## src/sv/ubx_df_pkg.sv

```systemverilog
// Shared types and constants for the UBX frame deframer.
// Used by ubx_df_front, ubx_df_queue, ubx_df_back and ubx_frame_deframer.
package ubx_df_pkg;

  // Largest payload the hardware accepts, whatever length_limit says.
  localparam logic [9:0] MAX_PAYLOAD = 10'd1016;

  // Command queue between the front and back parts.
  localparam int unsigned Q_DEPTH = 4;
  localparam int unsigned Q_PTR_W = $clog2(Q_DEPTH);
  localparam int unsigned Q_CNT_W = $clog2(Q_DEPTH + 1);

  // Configuration register indexes.
  localparam logic [1:0] CFG_SYNC_FIRST   = 2'd0;
  localparam logic [1:0] CFG_SYNC_SECOND  = 2'd1;
  localparam logic [1:0] CFG_LENGTH_LIMIT = 2'd2;

  // Reset values of the configuration registers.
  localparam logic [7:0] SYNC_FIRST_RST   = 8'd181;
  localparam logic [7:0] SYNC_SECOND_RST  = 8'd98;
  localparam logic [9:0] LENGTH_LIMIT_RST = 10'd1016;

  // Result kinds.
  localparam logic [1:0] KIND_PAYLOAD = 2'd0;
  localparam logic [1:0] KIND_ACCEPT  = 2'd1;
  localparam logic [1:0] KIND_REJECT  = 2'd2;

  // Error codes.
  localparam logic [1:0] ERR_NONE   = 2'd0;
  localparam logic [1:0] ERR_SYNC   = 2'd1;
  localparam logic [1:0] ERR_LENGTH = 2'd2;
  localparam logic [1:0] ERR_CKSUM  = 2'd3;

  // Parser phase.
  typedef enum logic [3:0] {
    PH_SYNC1,
    PH_SYNC2,
    PH_CLASS,
    PH_ID,
    PH_LEN_LO,
    PH_LEN_HI,
    PH_PAYLOAD,
    PH_CK_A,
    PH_CK_B
  } phase_e;

  // Operation the back part carries out for one byte.
  typedef enum logic [2:0] {
    OP_NOP,
    OP_SUM_CLR,
    OP_HDR,
    OP_PAYLOAD,
    OP_CK_A,
    OP_CK_B,
    OP_SYNC_ERR,
    OP_LEN_ERR
  } op_e;

  // One queued command with the frame context it needs.
  typedef struct packed {
    op_e         op;
    logic [7:0]  data;
    logic [9:0]  index;
    logic [7:0]  msg_class;
    logic [7:0]  msg_id;
    logic [15:0] msg_length;
  } cmd_t;

endpackage

```

## src/sv/ubx_df_front.sv

```systemverilog
// Front part: holds the configuration, tracks the frame phase and classifies
// each incoming byte into a command. Depends on ubx_df_pkg.
module ubx_df_front (
  input  logic              clk_i,
  input  logic              rst_ni,
  input  logic              cfg_valid_i,
  input  logic [1:0]        cfg_index_i,
  input  logic [9:0]        cfg_data_i,
  input  logic              acc_i,
  input  logic [7:0]        byte_i,
  output ubx_df_pkg::cmd_t  cmd_o
);

  logic [7:0]  sync_first_q, sync_second_q;
  logic [9:0]  length_limit_q;
  ubx_df_pkg::phase_e phase_q, phase_d;
  logic [7:0]  cls_q, cls_d;
  logic [7:0]  id_q, id_d;
  logic [15:0] len_q, len_d;
  logic [9:0]  seen_q, seen_d;
  logic [9:0]  limit;
  logic [15:0] len_full;
  logic [10:0] seen_next;

  // Configuration registers
  always_ff @(posedge clk_i or negedge rst_ni) begin
    if (!rst_ni) begin
      sync_first_q   <= ubx_df_pkg::SYNC_FIRST_RST;
      sync_second_q  <= ubx_df_pkg::SYNC_SECOND_RST;
      length_limit_q <= ubx_df_pkg::LENGTH_LIMIT_RST;
    end else if (cfg_valid_i) begin
      unique case (cfg_index_i)
        ubx_df_pkg::CFG_SYNC_FIRST:   sync_first_q   <= cfg_data_i[7:0];
        ubx_df_pkg::CFG_SYNC_SECOND:  sync_second_q  <= cfg_data_i[7:0];
        ubx_df_pkg::CFG_LENGTH_LIMIT: length_limit_q <= cfg_data_i;
        default: ;
      endcase
    end
  end

  // Phase and header context registers
  always_ff @(posedge clk_i or negedge rst_ni) begin
    if (!rst_ni) begin
      phase_q <= ubx_df_pkg::PH_SYNC1;
      cls_q   <= '0;
      id_q    <= '0;
      len_q   <= '0;
      seen_q  <= '0;
    end else if (acc_i) begin
      phase_q <= phase_d;
      cls_q   <= cls_d;
      id_q    <= id_d;
      len_q   <= len_d;
      seen_q  <= seen_d;
    end
  end

  assign limit     = (length_limit_q > ubx_df_pkg::MAX_PAYLOAD) ?
                     ubx_df_pkg::MAX_PAYLOAD : length_limit_q;
  assign len_full  = {byte_i, len_q[7:0]};
  assign seen_next = {1'b0, seen_q} + 11'd1;

  // Next phase and command classification
  always_comb begin
    phase_d   = phase_q;
    cls_d     = cls_q;
    id_d      = id_q;
    len_d     = len_q;
    seen_d    = seen_q;
    cmd_o.op  = ubx_df_pkg::OP_NOP;
    unique case (phase_q)
      ubx_df_pkg::PH_SYNC1: begin
        if (byte_i != sync_first_q) begin
          cls_d    = '0;
          id_d     = '0;
          len_d    = '0;
          cmd_o.op = ubx_df_pkg::OP_SYNC_ERR;
        end else begin
          phase_d = ubx_df_pkg::PH_SYNC2;
        end
      end
      ubx_df_pkg::PH_SYNC2: begin
        if (byte_i != sync_second_q) begin
          cls_d    = '0;
          id_d     = '0;
          len_d    = '0;
          cmd_o.op = ubx_df_pkg::OP_SYNC_ERR;
          phase_d  = ubx_df_pkg::PH_SYNC1;
        end else begin
          cmd_o.op = ubx_df_pkg::OP_SUM_CLR;
          phase_d  = ubx_df_pkg::PH_CLASS;
        end
      end
      ubx_df_pkg::PH_CLASS: begin
        cls_d    = byte_i;
        id_d     = '0;
        len_d    = '0;
        cmd_o.op = ubx_df_pkg::OP_HDR;
        phase_d  = ubx_df_pkg::PH_ID;
      end
      ubx_df_pkg::PH_ID: begin
        id_d     = byte_i;
        cmd_o.op = ubx_df_pkg::OP_HDR;
        phase_d  = ubx_df_pkg::PH_LEN_LO;
      end
      ubx_df_pkg::PH_LEN_LO: begin
        len_d    = {8'd0, byte_i};
        cmd_o.op = ubx_df_pkg::OP_HDR;
        phase_d  = ubx_df_pkg::PH_LEN_HI;
      end
      ubx_df_pkg::PH_LEN_HI: begin
        len_d  = len_full;
        seen_d = '0;
        // Header bytes are summed even when the length is refused; the sum
        // is cleared again at the next sync anyway.
        if (len_full > {6'd0, limit}) begin
          cmd_o.op = ubx_df_pkg::OP_LEN_ERR;
          phase_d  = ubx_df_pkg::PH_SYNC1;
        end else begin
          cmd_o.op = ubx_df_pkg::OP_HDR;
          phase_d  = (len_full == 16'd0) ? ubx_df_pkg::PH_CK_A : ubx_df_pkg::PH_PAYLOAD;
        end
      end
      ubx_df_pkg::PH_PAYLOAD: begin
        cmd_o.op = ubx_df_pkg::OP_PAYLOAD;
        seen_d   = seen_next[9:0];
        if ({5'd0, seen_next} >= len_q) begin
          phase_d = ubx_df_pkg::PH_CK_A;
        end
      end
      ubx_df_pkg::PH_CK_A: begin
        cmd_o.op = ubx_df_pkg::OP_CK_A;
        phase_d  = ubx_df_pkg::PH_CK_B;
      end
      ubx_df_pkg::PH_CK_B: begin
        cmd_o.op = ubx_df_pkg::OP_CK_B;
        phase_d  = ubx_df_pkg::PH_SYNC1;
      end
      default: begin
        phase_d = ubx_df_pkg::PH_SYNC1;
      end
    endcase
    cmd_o.data       = byte_i;
    cmd_o.index      = seen_q;
    cmd_o.msg_class  = cls_d;
    cmd_o.msg_id     = id_d;
    cmd_o.msg_length = len_d;
  end

endmodule

```

## src/sv/ubx_df_queue.sv

```systemverilog
// Short command queue that decouples the front and back parts.
// Depends on ubx_df_pkg.
module ubx_df_queue (
  input  logic              clk_i,
  input  logic              rst_ni,
  input  logic              push_i,
  input  ubx_df_pkg::cmd_t  push_cmd_i,
  output logic              full_o,
  input  logic              pop_i,
  output logic              nonempty_o,
  output ubx_df_pkg::cmd_t  head_o
);

  ubx_df_pkg::cmd_t mem_q [ubx_df_pkg::Q_DEPTH];
  logic [ubx_df_pkg::Q_PTR_W-1:0] wr_ptr_q, rd_ptr_q;
  logic [ubx_df_pkg::Q_CNT_W-1:0] cnt_q;

  assign full_o     = (cnt_q == ubx_df_pkg::Q_CNT_W'(ubx_df_pkg::Q_DEPTH));
  assign nonempty_o = (cnt_q != '0);
  assign head_o     = mem_q[rd_ptr_q];

  // Storage
  always_ff @(posedge clk_i) begin
    if (push_i) begin
      mem_q[wr_ptr_q] <= push_cmd_i;
    end
  end

  // Pointers and fill count
  always_ff @(posedge clk_i or negedge rst_ni) begin
    if (!rst_ni) begin
      wr_ptr_q <= '0;
      rd_ptr_q <= '0;
      cnt_q    <= '0;
    end else begin
      if (push_i) begin
        wr_ptr_q <= wr_ptr_q + 1'b1;
      end
      if (pop_i) begin
        rd_ptr_q <= rd_ptr_q + 1'b1;
      end
      if (push_i && !pop_i) begin
        cnt_q <= cnt_q + 1'b1;
      end else if (pop_i && !push_i) begin
        cnt_q <= cnt_q - 1'b1;
      end
    end
  end

endmodule

```

## src/sv/ubx_df_back.sv

```systemverilog
// Back part: runs the Fletcher sums, checks the trailer, counts errors and
// holds the result in an output register. Depends on ubx_df_pkg.
module ubx_df_back (
  input  logic              clk_i,
  input  logic              rst_ni,
  input  logic              nonempty_i,
  input  ubx_df_pkg::cmd_t  cmd_i,
  output logic              pop_o,
  output logic              out_valid_o,
  input  logic              out_stall_i,
  output logic [1:0]        kind_o,
  output logic [7:0]        data_byte_o,
  output logic [9:0]        payload_index_o,
  output logic [7:0]        msg_class_o,
  output logic [7:0]        msg_id_o,
  output logic [15:0]       msg_length_o,
  output logic [1:0]        error_code_o,
  output logic [15:0]       error_count_o,
  output logic              frame_last_o
);

  logic [7:0]  sum_a_q, sum_a_d, sum_b_q, sum_b_d, ck_a_q;
  logic [15:0] err_cnt_q, err_cnt_d, err_cnt_inc;
  logic        out_valid_q;
  logic        needs_out, out_free, load;
  logic [7:0]  add_a;
  logic        is_err;
  logic [1:0]  kind_d, code_d;

  assign add_a       = sum_a_q + cmd_i.data;
  assign err_cnt_inc = (err_cnt_q != 16'hFFFF) ? err_cnt_q + 16'd1 : err_cnt_q;

  assign needs_out = (cmd_i.op == ubx_df_pkg::OP_PAYLOAD) ||
                     (cmd_i.op == ubx_df_pkg::OP_CK_B) ||
                     (cmd_i.op == ubx_df_pkg::OP_SYNC_ERR) ||
                     (cmd_i.op == ubx_df_pkg::OP_LEN_ERR);
  assign out_free  = !out_valid_q || !out_stall_i;
  assign pop_o     = nonempty_i && (!needs_out || out_free);
  assign load      = pop_o && needs_out;

  // Command execution
  always_comb begin
    sum_a_d   = sum_a_q;
    sum_b_d   = sum_b_q;
    err_cnt_d = err_cnt_q;
    is_err    = 1'b0;
    kind_d    = ubx_df_pkg::KIND_PAYLOAD;
    code_d    = ubx_df_pkg::ERR_NONE;
    unique case (cmd_i.op)
      ubx_df_pkg::OP_SUM_CLR: begin
        sum_a_d = '0;
        sum_b_d = '0;
      end
      ubx_df_pkg::OP_HDR, ubx_df_pkg::OP_PAYLOAD: begin
        sum_a_d = add_a;
        sum_b_d = sum_b_q + add_a;
      end
      ubx_df_pkg::OP_LEN_ERR: begin
        sum_a_d = add_a;
        sum_b_d = sum_b_q + add_a;
        is_err  = 1'b1;
        code_d  = ubx_df_pkg::ERR_LENGTH;
      end
      ubx_df_pkg::OP_SYNC_ERR: begin
        is_err = 1'b1;
        code_d = ubx_df_pkg::ERR_SYNC;
      end
      ubx_df_pkg::OP_CK_B: begin
        if (ck_a_q != sum_a_q || cmd_i.data != sum_b_q) begin
          is_err = 1'b1;
          code_d = ubx_df_pkg::ERR_CKSUM;
        end else begin
          kind_d = ubx_df_pkg::KIND_ACCEPT;
        end
      end
      default: ;
    endcase
    if (is_err) begin
      kind_d    = ubx_df_pkg::KIND_REJECT;
      err_cnt_d = err_cnt_inc;
    end
  end

  // Running sums, check byte and error counter
  always_ff @(posedge clk_i or negedge rst_ni) begin
    if (!rst_ni) begin
      sum_a_q   <= '0;
      sum_b_q   <= '0;
      ck_a_q    <= '0;
      err_cnt_q <= '0;
    end else if (pop_o) begin
      sum_a_q   <= sum_a_d;
      sum_b_q   <= sum_b_d;
      err_cnt_q <= err_cnt_d;
      if (cmd_i.op == ubx_df_pkg::OP_CK_A) begin
        ck_a_q <= cmd_i.data;
      end
    end
  end

  // Output valid
  always_ff @(posedge clk_i or negedge rst_ni) begin
    if (!rst_ni) begin
      out_valid_q <= 1'b0;
    end else if (out_free) begin
      out_valid_q <= load;
    end
  end

  // Output payload register
  always_ff @(posedge clk_i) begin
    if (load) begin
      kind_o          <= kind_d;
      data_byte_o     <= (cmd_i.op == ubx_df_pkg::OP_PAYLOAD) ? cmd_i.data : 8'd0;
      payload_index_o <= (cmd_i.op == ubx_df_pkg::OP_PAYLOAD) ? cmd_i.index : 10'd0;
      msg_class_o     <= cmd_i.msg_class;
      msg_id_o        <= cmd_i.msg_id;
      msg_length_o    <= cmd_i.msg_length;
      error_code_o    <= code_d;
      error_count_o   <= err_cnt_d;
      frame_last_o    <= (cmd_i.op != ubx_df_pkg::OP_PAYLOAD);
    end
  end

  assign out_valid_o = out_valid_q;

endmodule

```

## src/sv/ubx_frame_deframer.sv

```systemverilog
// UBX frame deframer: top level joining front, command queue and back part.
// Throughput one byte per cycle while the command queue is not full; a byte's
// result passes through the command queue and then the output register, and
// can wait in the queue while the output stalls. The input stalls only when
// the 4-entry command queue is full. Reset (rst_ni low, asynchronous) restores
// the default sync bytes and limit, clears counters and hunts sync.
module ubx_frame_deframer (
  input  logic        clk_i,
  input  logic        rst_ni,
  input  logic        cfg_valid_i,
  output logic        cfg_ready_o,
  input  logic [1:0]  cfg_index_i,
  input  logic [9:0]  cfg_data_i,
  input  logic        in_valid_i,
  output logic        in_stall_o,
  input  logic [7:0]  in_byte_i,
  output logic        out_valid_o,
  input  logic        out_stall_i,
  output logic [1:0]  kind_o,
  output logic [7:0]  data_byte_o,
  output logic [9:0]  payload_index_o,
  output logic [7:0]  msg_class_o,
  output logic [7:0]  msg_id_o,
  output logic [15:0] msg_length_o,
  output logic [1:0]  error_code_o,
  output logic [15:0] error_count_o,
  output logic        frame_last_o
);

  ubx_df_pkg::cmd_t front_cmd, head_cmd;
  logic q_full, q_nonempty, q_pop, in_acc;

  assign cfg_ready_o = 1'b1;
  assign in_stall_o  = q_full;
  assign in_acc      = in_valid_i && !q_full;

  ubx_df_front u_front (
    .clk_i       (clk_i),
    .rst_ni      (rst_ni),
    .cfg_valid_i (cfg_valid_i),
    .cfg_index_i (cfg_index_i),
    .cfg_data_i  (cfg_data_i),
    .acc_i       (in_acc),
    .byte_i      (in_byte_i),
    .cmd_o       (front_cmd)
  );

  ubx_df_queue u_queue (
    .clk_i      (clk_i),
    .rst_ni     (rst_ni),
    .push_i     (in_acc),
    .push_cmd_i (front_cmd),
    .full_o     (q_full),
    .pop_i      (q_pop),
    .nonempty_o (q_nonempty),
    .head_o     (head_cmd)
  );

  ubx_df_back u_back (
    .clk_i           (clk_i),
    .rst_ni          (rst_ni),
    .nonempty_i      (q_nonempty),
    .cmd_i           (head_cmd),
    .pop_o           (q_pop),
    .out_valid_o     (out_valid_o),
    .out_stall_i     (out_stall_i),
    .kind_o          (kind_o),
    .data_byte_o     (data_byte_o),
    .payload_index_o (payload_index_o),
    .msg_class_o     (msg_class_o),
    .msg_id_o        (msg_id_o),
    .msg_length_o    (msg_length_o),
    .error_code_o    (error_code_o),
    .error_count_o   (error_count_o),
    .frame_last_o    (frame_last_o)
  );

  // Payload results never close a frame and carry no error
  a_payload_clean: assert property (@(posedge clk_i) disable iff (!rst_ni)
    out_valid_o && kind_o == ubx_df_pkg::KIND_PAYLOAD |->
      !frame_last_o && error_code_o == ubx_df_pkg::ERR_NONE)
    else $error("payload result flagged as frame end or error");

  // Rejects always carry an error code and end the frame
  a_reject_code: assert property (@(posedge clk_i) disable iff (!rst_ni)
    out_valid_o && kind_o == ubx_df_pkg::KIND_REJECT |->
      error_code_o != ubx_df_pkg::ERR_NONE && frame_last_o && error_count_o != 16'd0)
    else $error("reject result without error code");

  // Accepted frames carry no error
  a_accept_clean: assert property (@(posedge clk_i) disable iff (!rst_ni)
    out_valid_o && kind_o == ubx_df_pkg::KIND_ACCEPT |->
      error_code_o == ubx_df_pkg::ERR_NONE && frame_last_o)
    else $error("accept result with error code");

  // Error count never goes backward across taken results
  a_count_mono: assert property (@(posedge clk_i) disable iff (!rst_ni)
    out_valid_o && !out_stall_i ##1 out_valid_o |-> error_count_o >= $past(error_count_o))
    else $error("error count decreased");

endmodule
```

## config.mk

```make
export PLATFORM = sky130hd
export DESIGN_NAME = ubx_frame_deframer
export DESIGN_NICKNAME = d
export VERILOG_FILES = /design/src/sv/ubx_df_pkg.sv /design/src/sv/ubx_df_front.sv /design/src/sv/ubx_df_queue.sv /design/src/sv/ubx_df_back.sv /design/src/sv/ubx_frame_deframer.sv
export SDC_FILE = /design/constraint.sdc
export NUM_CORES = 1
export LEC_CHECK = 0
export ABC_AREA = 1
export ABC_CLOCK_PERIOD_IN_PS = 4500
export BUFFER_PORTS_ARGS = -buffer_cell sky130_fd_sc_hd__buf_2
export CAP_MARGIN = 20
export CORE_ASPECT_RATIO = 0.9
export CORE_UTILIZATION = 45
export CTS_BUF_LIST = sky130_fd_sc_hd__clkbuf_2
export DETAILED_ROUTE_END_ITERATION = 6
export PLACE_DENSITY_LB_ADDON = 0.15
export SLEW_MARGIN = 20
export SYNTH_ARGS = -nofsm -noshare
export SYNTH_HDL_FRONTEND = slang
export SYNTH_SLANG_ARGS = --single-unit
```

## constraint.sdc

```tcl
create_clock -name clk_i -period 4.5 [get_ports clk_i]
set_input_delay 0.9 -clock clk_i [delete_from_list [all_inputs] [get_ports clk_i]]
set_output_delay 0.9 -clock clk_i [all_outputs]
set_load 0.02 [all_outputs]
```

; Word-level counts from Yosys, hierarchy flattened
; Memory sizes are Yosys's and may differ from the RTL's.
; Cells that the tools add are included.
[word_totals]
mem_count = 1
word_cells = 135
in_bits = 25
reg_bits = 191
out_inout_bits = 74
ram_bits = 212
[mem_list]
columns = memory, depth, width, read_ports, rd_ports_with_merged_regs, write_ports, line_no
row1 = u_queue.mem_q, 4, 53, 1, 0, 1, ubx_df_queue.sv:14  ; ubx_df_pkg::cmd_t mem_q [ubx_df_pkg::Q_DEPTH];
[classes]
reduce_logical = 35
n_addsub = 8
order_cmp = 3
eq_ne = 26
n_bitwise = 1
n_mux = 35
[ops]
columns = operator, count
row1 = case mux 16 bit (5 select lines), 1
row2 = two-way mux 16 bit, 4
row3 = two-way mux 8 bit, 4
row4 = != test 8 bit, 4
row5 = case mux 4 bit (8 select lines), 1
row6 = case mux 8 bit (2 select lines), 2
row7 = case mux 8 bit (4 select lines), 1
row8 = case mux 8 bit (3 select lines), 1
row9 = case mux 3 bit (7 select lines), 1
row10 = case mux 10 bit (2 select lines), 1
row11 = "adder 16 x 1 -> 16 bit, second input constant", 1
row12 = adder 8 bit, 2
row13 = "== test 4 x 3 -> 1 bit, second input constant", 4
row14 = >= comparator 11 x 16 -> 1 bit, 1
row15 = greater-than comparator 16 x 10 -> 1 bit, 1
row16 = logical NOT 16 bit, 1
row17 = "!= test 16 bit, second input constant", 1
row18 = "== test 3 bit, second input constant", 5
row19 = two-way mux 3 bit, 5
row20 = two-way mux 4 bit, 3
row21 = AND reduction 2 bit, 6
row22 = "adder 10 x 1 -> 11 bit, second input constant", 1
row23 = "greater-than comparator 10 bit, second input constant", 1
row24 = two-way mux 10 bit, 1
row25 = 28 further kinds, 55

; Logic depth before layout (Yosys ltp)
; An unclocked memory read counts as a cell.
[depth]
depth_word = 11
mapped_depth = 24
mapped_depth_nobuf = 22

; Hierarchy
; From an unflattened synthesis, not the netlist that was laid out.
[hier_totals]
hier_cells = 1978
area_unflattened_um2 = 19820.3
[modules_own_cells]
columns = module, instances, area_each_um2, cells_each, seq_area_each_um2
row1 = ubx_df_queue, 1, 9173.8, 667, 6541.3
row2 = ubx_df_back, 1, 5457.7, 591, 3158.0
row3 = ubx_df_front, 1, 5167.5, 716, 1820.5
row4 = ubx_frame_deframer, 1, 21.3, 4, 0.0

; Least setup slack after synthesis
; OpenSTA, ideal clock, no wires.
[synth_timing]
path_type = input port to flip-flop
from = input in_valid_i
to = memory u_queue.mem_q[0][0] in the netlist's numbering, enable pin
slack_ns = 0.247
required_time_ns = 4.036
setup_ns = 0.464
path_stages = 6
arrival_time_ns = 3.789
path_buffers = 2
cell_sequence = inv_1 -> nor2_1 -> inv_1 -> clkbuf_1 -> clkbuf_1 -> nor2_1
[synth_between]
elab_chain_cells = 3
[synth_rtl]
columns = item, line_no
row1 = "start, declared", ubx_frame_deframer.sv:14  ; input logic in_valid_i,
row2 = logical AND 1 bit, ubx_frame_deframer.sv:35  ; assign in_acc = in_valid_i && !q_full;
row3 = two-way mux 1 bit, ubx_df_queue.sv:24  ; if (push_i) begin
row4 = two-way mux 1 bit (not written as such), ubx_df_queue.sv:25  ; mem_q[wr_ptr_q] <= push_cmd_i;
row5 = "end, declared", ubx_df_queue.sv:14
; No other way between the ends.

; Worst setup path after layout
[layout_timing]
from = register u_queue.rd_ptr_q[0] in the netlist's numbering
to = register u_queue.cnt_q[2] in the netlist's numbering
[layout_between]
elab_chain_cells = 11
elab_cells_between_ends = 16
[layout_rtl]
columns = item, line_no
row1 = "start, declared", ubx_df_queue.sv:15  ; logic [ubx_df_pkg::Q_PTR_W-1:0] wr_ptr_q, rd_ptr_q;
row2 = "start signal, assigned", ubx_df_queue.sv:40  ; rd_ptr_q <= rd_ptr_q + 1'b1;
row3 = memory read (4 x 53 bit) (*), -
row4 = == test 3 x 2 -> 1 bit or == test 3 bit (tied branches), "ubx_df_back.sv:33, ubx_df_back.sv:34"
row5 = logical OR 1 bit, ubx_df_back.sv:33  ; assign needs_out = (cmd_i.op == ubx_df_pkg::OP_PAYLOAD) ||
row6 = logical OR 1 bit, ubx_df_back.sv:34  ; (cmd_i.op == ubx_df_pkg::OP_CK_B) ||
row7 = logical OR 1 bit (*), ubx_df_back.sv:35  ; (cmd_i.op == ubx_df_pkg::OP_SYNC_ERR) ||
row8 = logical NOT 1 bit (*), ubx_df_back.sv:38  ; assign pop_o = nonempty_i && (!needs_out || out_free);
row9 = logical OR 1 bit (*), ubx_df_back.sv:38
row10 = logical AND 1 bit (*), ubx_df_back.sv:38
row11 = logical NOT 1 bit, ubx_df_queue.sv:42  ; if (push_i && !pop_i) begin
row12 = logical AND 1 bit, ubx_df_queue.sv:42
row13 = two-way mux 3 bit or nonzero test 2 bit (tied branches), -
row14 = "end signal, assigned", ubx_df_queue.sv:43  ; cnt_q <= cnt_q + 1'b1;
row15 = "end signal, assigned", ubx_df_queue.sv:45  ; cnt_q <= cnt_q - 1'b1;
row16 = "end, declared", ubx_df_queue.sv:16  ; logic [ubx_df_pkg::Q_CNT_W-1:0] cnt_q;
; Mark *: on every way between the ends. The rest lies on a longest branch, timed or not.
; A chain may end at the register's enable or synchronous reset.

==> impl_metrics.tcl <==
set metrics [dict create \
    overflow 0 \
    wl_mm 42.0 \
    place_ws_ns 0.546 \
    initial_core_util 0.458 \
    final_cell_mix "nand2_1, edfxtp_1, o21ai_0" \
    cts_buffers 100 \
    skew_ns 0.0622 \
    critPathLaunch "u_queue.rd_ptr_q[0]" \
    drc 0 \
    syn_nets 1830 \
    critPathMostFrequentCell "nand2_1" \
    crit_path_cell_trace "buf_4, nand2_1, nand3_1, nand2_2, nand2_1, nand2_1, nand2_1, nand3_1, nand2_1, buf_4, ha_1, inv_1, fa_1, a21oi_1, o21ai_0, xor2_1" \
    grt_usage 0.212 \
    timing.rr.start "u_queue.rd_ptr_q[0]" \
    grt_pass1_wl_mm 66.6 \
    fillerInstances 3666 \
    worst_slack_ns 0.580 \
    syn_inst 1760 \
    r2r.worst_path.cells 16 \
    antenna_found_initial 2 \
    drv_slew 0 \
    slew_headroom 0.395 \
    io_buffers 97 \
    crit_type "reg -> reg" \
    worst_pin_slew_ns 0.905 \
    cts_tree "yes" \
    cts_root_buffer "clkbuf_2" \
    h-tree-depth 3 \
    post_cts_buffers 0 \
    dieArea_mm2 0.0411 \
    post_drt_wl_per_cell_um 16.5 \
    ctsResizeCount 0 \
    rr_endpoint "u_queue.cnt_q[2]" \
    path_clk_slew_ns 0.09 \
    clockBufferDepth 3 \
    crit_end "u_queue.cnt_q[2]" \
    firstDrtPassIters 7 \
    areaGrowthSynthToFinish_pct 11.3 \
    cpPeakStageDelay_ns 0.75 \
    synth_edf_count 283 \
    synth_top_area_frac 0.468 \
    p_leak_uw 0.00856 \
    grt_max_degree 80 \
    die_w_um 214 \
    io_pins 99 \
    final_cells 2543 \
    multi_input_area_mm2 0.00581 \
    dp.cells 2348 \
    layout_commonest_cell "nand2_1" \
    worstSetupEndpointType "flip-flop" \
    cp_max_fo 79 \
    fin_crit_sh 0.871 \
    die_h_um 192 \
    vias 13000 \
    grt_pass1_vias 12500 \
    cp_data_arrival_time_ns 4.82 \
    rsz0062_at_grt "no" \
    path_buf_inv 3 \
    p_per_area_mw_per_mm2 707 \
    gp_congestion 0.863 \
    setup-violations-final 0 \
    syn_area_mm2 0.0181 \
    final_net_count 1990 \
    hold_buffers 2 \
    seq_area_mm2 0.0115 \
    crit_family "buffers and inverters" \
    cts.sinks 403 \
    ant_nets 0 \
    power_uw 14300 \
    synth-async-reset-ratio 0.298 \
    period_needed_ns 3.92 \
    seq_area_frac_synth 0.635 \
    synth_area_leaders "edfxtp_1, dfrtp_1, nand2_1" \
    status "finished, final reports clean" \
    row_count 69 \
    fmax_mhz 255 \
    start_kind "flip-flop" \
    ys_warn_count 0 \
    ys_seq_elements 403 \
    ir_drop_v 0.000366 \
    drtIter0Drc 1019 \
    synth_top_area_cell "edfxtp_1" \
    hold_viol_final 0 \
    cp_data_required_time_ns 5.40 \
    r2r_slack_ns 0.58 \
    crit_slowest_cell "buf_4" \
    via_per_inst 5.13 \
    cp.depth 16 \
    synth_area_per_cell_um2 10.3 \
    drv_cap 0 \
    drive_gt1_frac 0.171 \
    clock_latency_ns 1.05 \
    tns_ns 0 \
    synth_ff_type "edfxtp_1" \
    hp-class "in -> reg" \
    post_synth_num_cell_types 47 \
    core_area_mm2 0.0396 \
    dp_hpwl_mm 27.3 \
]
-- report_power, final --
| part | internal [uW] | total [uW] | switching (uW) | leakage, uW |
|---|---|---|---|---|
| clock network | 900 | 2390 | 1490 | 0.000696 |
| registers | 5350 | 5790 | 442 | 0.00419 |
| logic | 1910 | 6110 | 4200 | 0.00367 |
-- per-stage QoR --
stage          hold slack (ns)  utilization  instance area (um^2)
4_1_cts                0.00120        0.509                 20200
3_5_place_dp             0.464        0.486                 19300
2_1_floorplan            0.443            -                 18100
6_report                 0.127        0.510                 20200
5_1_grt                0.00363        0.510                 20200
3_3_place_gp             0.456        0.486                 19200
-- state kept, by name (all words and copies together), names as in the netlist, 8 cells and up --
name	count
u_back.error_count_o	16
u_front.sync_second_q	8
u_queue.mem_q	212
u_front.length_limit_q	10
u_front.len_q	16
u_back.msg_length_o	16
u_front.cls_q	8
u_back.sum_b_q	8
u_back.msg_class_o	8
u_front.id_q	8
u_back.err_cnt_q	16
u_front.seen_q	10
u_back.payload_index_o	10
u_back.sum_a_q	8
u_back.msg_id_o	8
u_front.sync_first_q	8
u_back.data_byte_o	8
u_back.ck_a_q	8
-- cell families (layout without fill, tap and decap cells) --
logic type                 count (synthesis)  in the layout  share of synthesized area
and+or+nand+nor                          787            787                      0.183
xor gates and xnor gates                  40             40                     0.0193
muxes                                      1              1                   0.000621
AOI/OAI and AO/OA                        279            279                     0.0824
other                                      1              5                   0.000207
DFF                                      403            403                      0.635
adders and majority gates                 45             45                     0.0323
buffers and inverters                    204            451                     0.0470
-- worst reg2reg max path: stages (launching register included) --
cell and delay [ns]:
dfrtp_2 0.72, buf_4 0.75, nand2_1 0.16, nand3_1 0.14
nand2_2 0.14, nand2_1 0.15, nand2_1 0.09, nand2_1 0.08
nand3_1 0.07, nand2_1 0.22, buf_4 0.24, ha_1 0.17
inv_1 0.07, fa_1 0.39, a21oi_1 0.16, o21ai_0 0.12
xor2_1 0.15
-- cell type report --
type	instances	area share
inverters	141	0.0265
clock buffers	149	0.0369
clock inverters	40	0.00855
diodes	4	0.000496
multi-input cells	1153	0.288
well taps	532	0.0330
repair buffers	121	0.0364
flip-flops and latches	403	0.570
-- routing by layer --
layer  wire length [um]  up-vias  global-route usage  part of all wire
met5                  0        -                   0                 0
met4                872        0              0.0720             0.021
met3               2170       82              0.0451             0.052
met2              20100      350               0.346              0.48
met1              18900     6202               0.280              0.45
li1                   -     6399                   -                 -
-- cell usage after synthesis (3+ instances only) --
cell,n
a21oi_1,38
a31oi_1,3
and2_1,5
buf_1,3
buf_2,6
buf_4,6
buf_6,7
clkbuf_1,41
dfrtp_1,105
dfstp_2,15
edfxtp_1,283
fa_1,3
ha_1,42
inv_1,131
inv_2,7
nand2_1,427
nand2_2,12
nand3_1,108
nand4_1,18
nor2_1,178
nor3_1,10
nor4_1,4
o21ai_0,176
o21ai_1,8
o22ai_1,46
or2_1,3
or2_2,10
xnor2_1,22
xor2_1,18
-- worst min-delay path by stage --
stage | startpoint | to | slack [ns] | cells past startpoint
global route | cfg_data_i[8] | u_front.length_limit_q[8] | 0.004 | 3
detailed placement | u_front.cls_q[4] | u_front.cls_q[4] | 0.46 | 2
finish | cfg_data_i[8] | u_front.length_limit_q[8] | 0.13 | 3
CTS | cfg_data_i[8] | u_front.length_limit_q[8] | 0.001 | 3
floorplan | u_front.cls_q[0] | u_front.cls_q[0] | 0.44 | 2
global placement | u_front.cls_q[7] | u_front.cls_q[7] | 0.46 | 2
(Power assumes the default switching activity.)
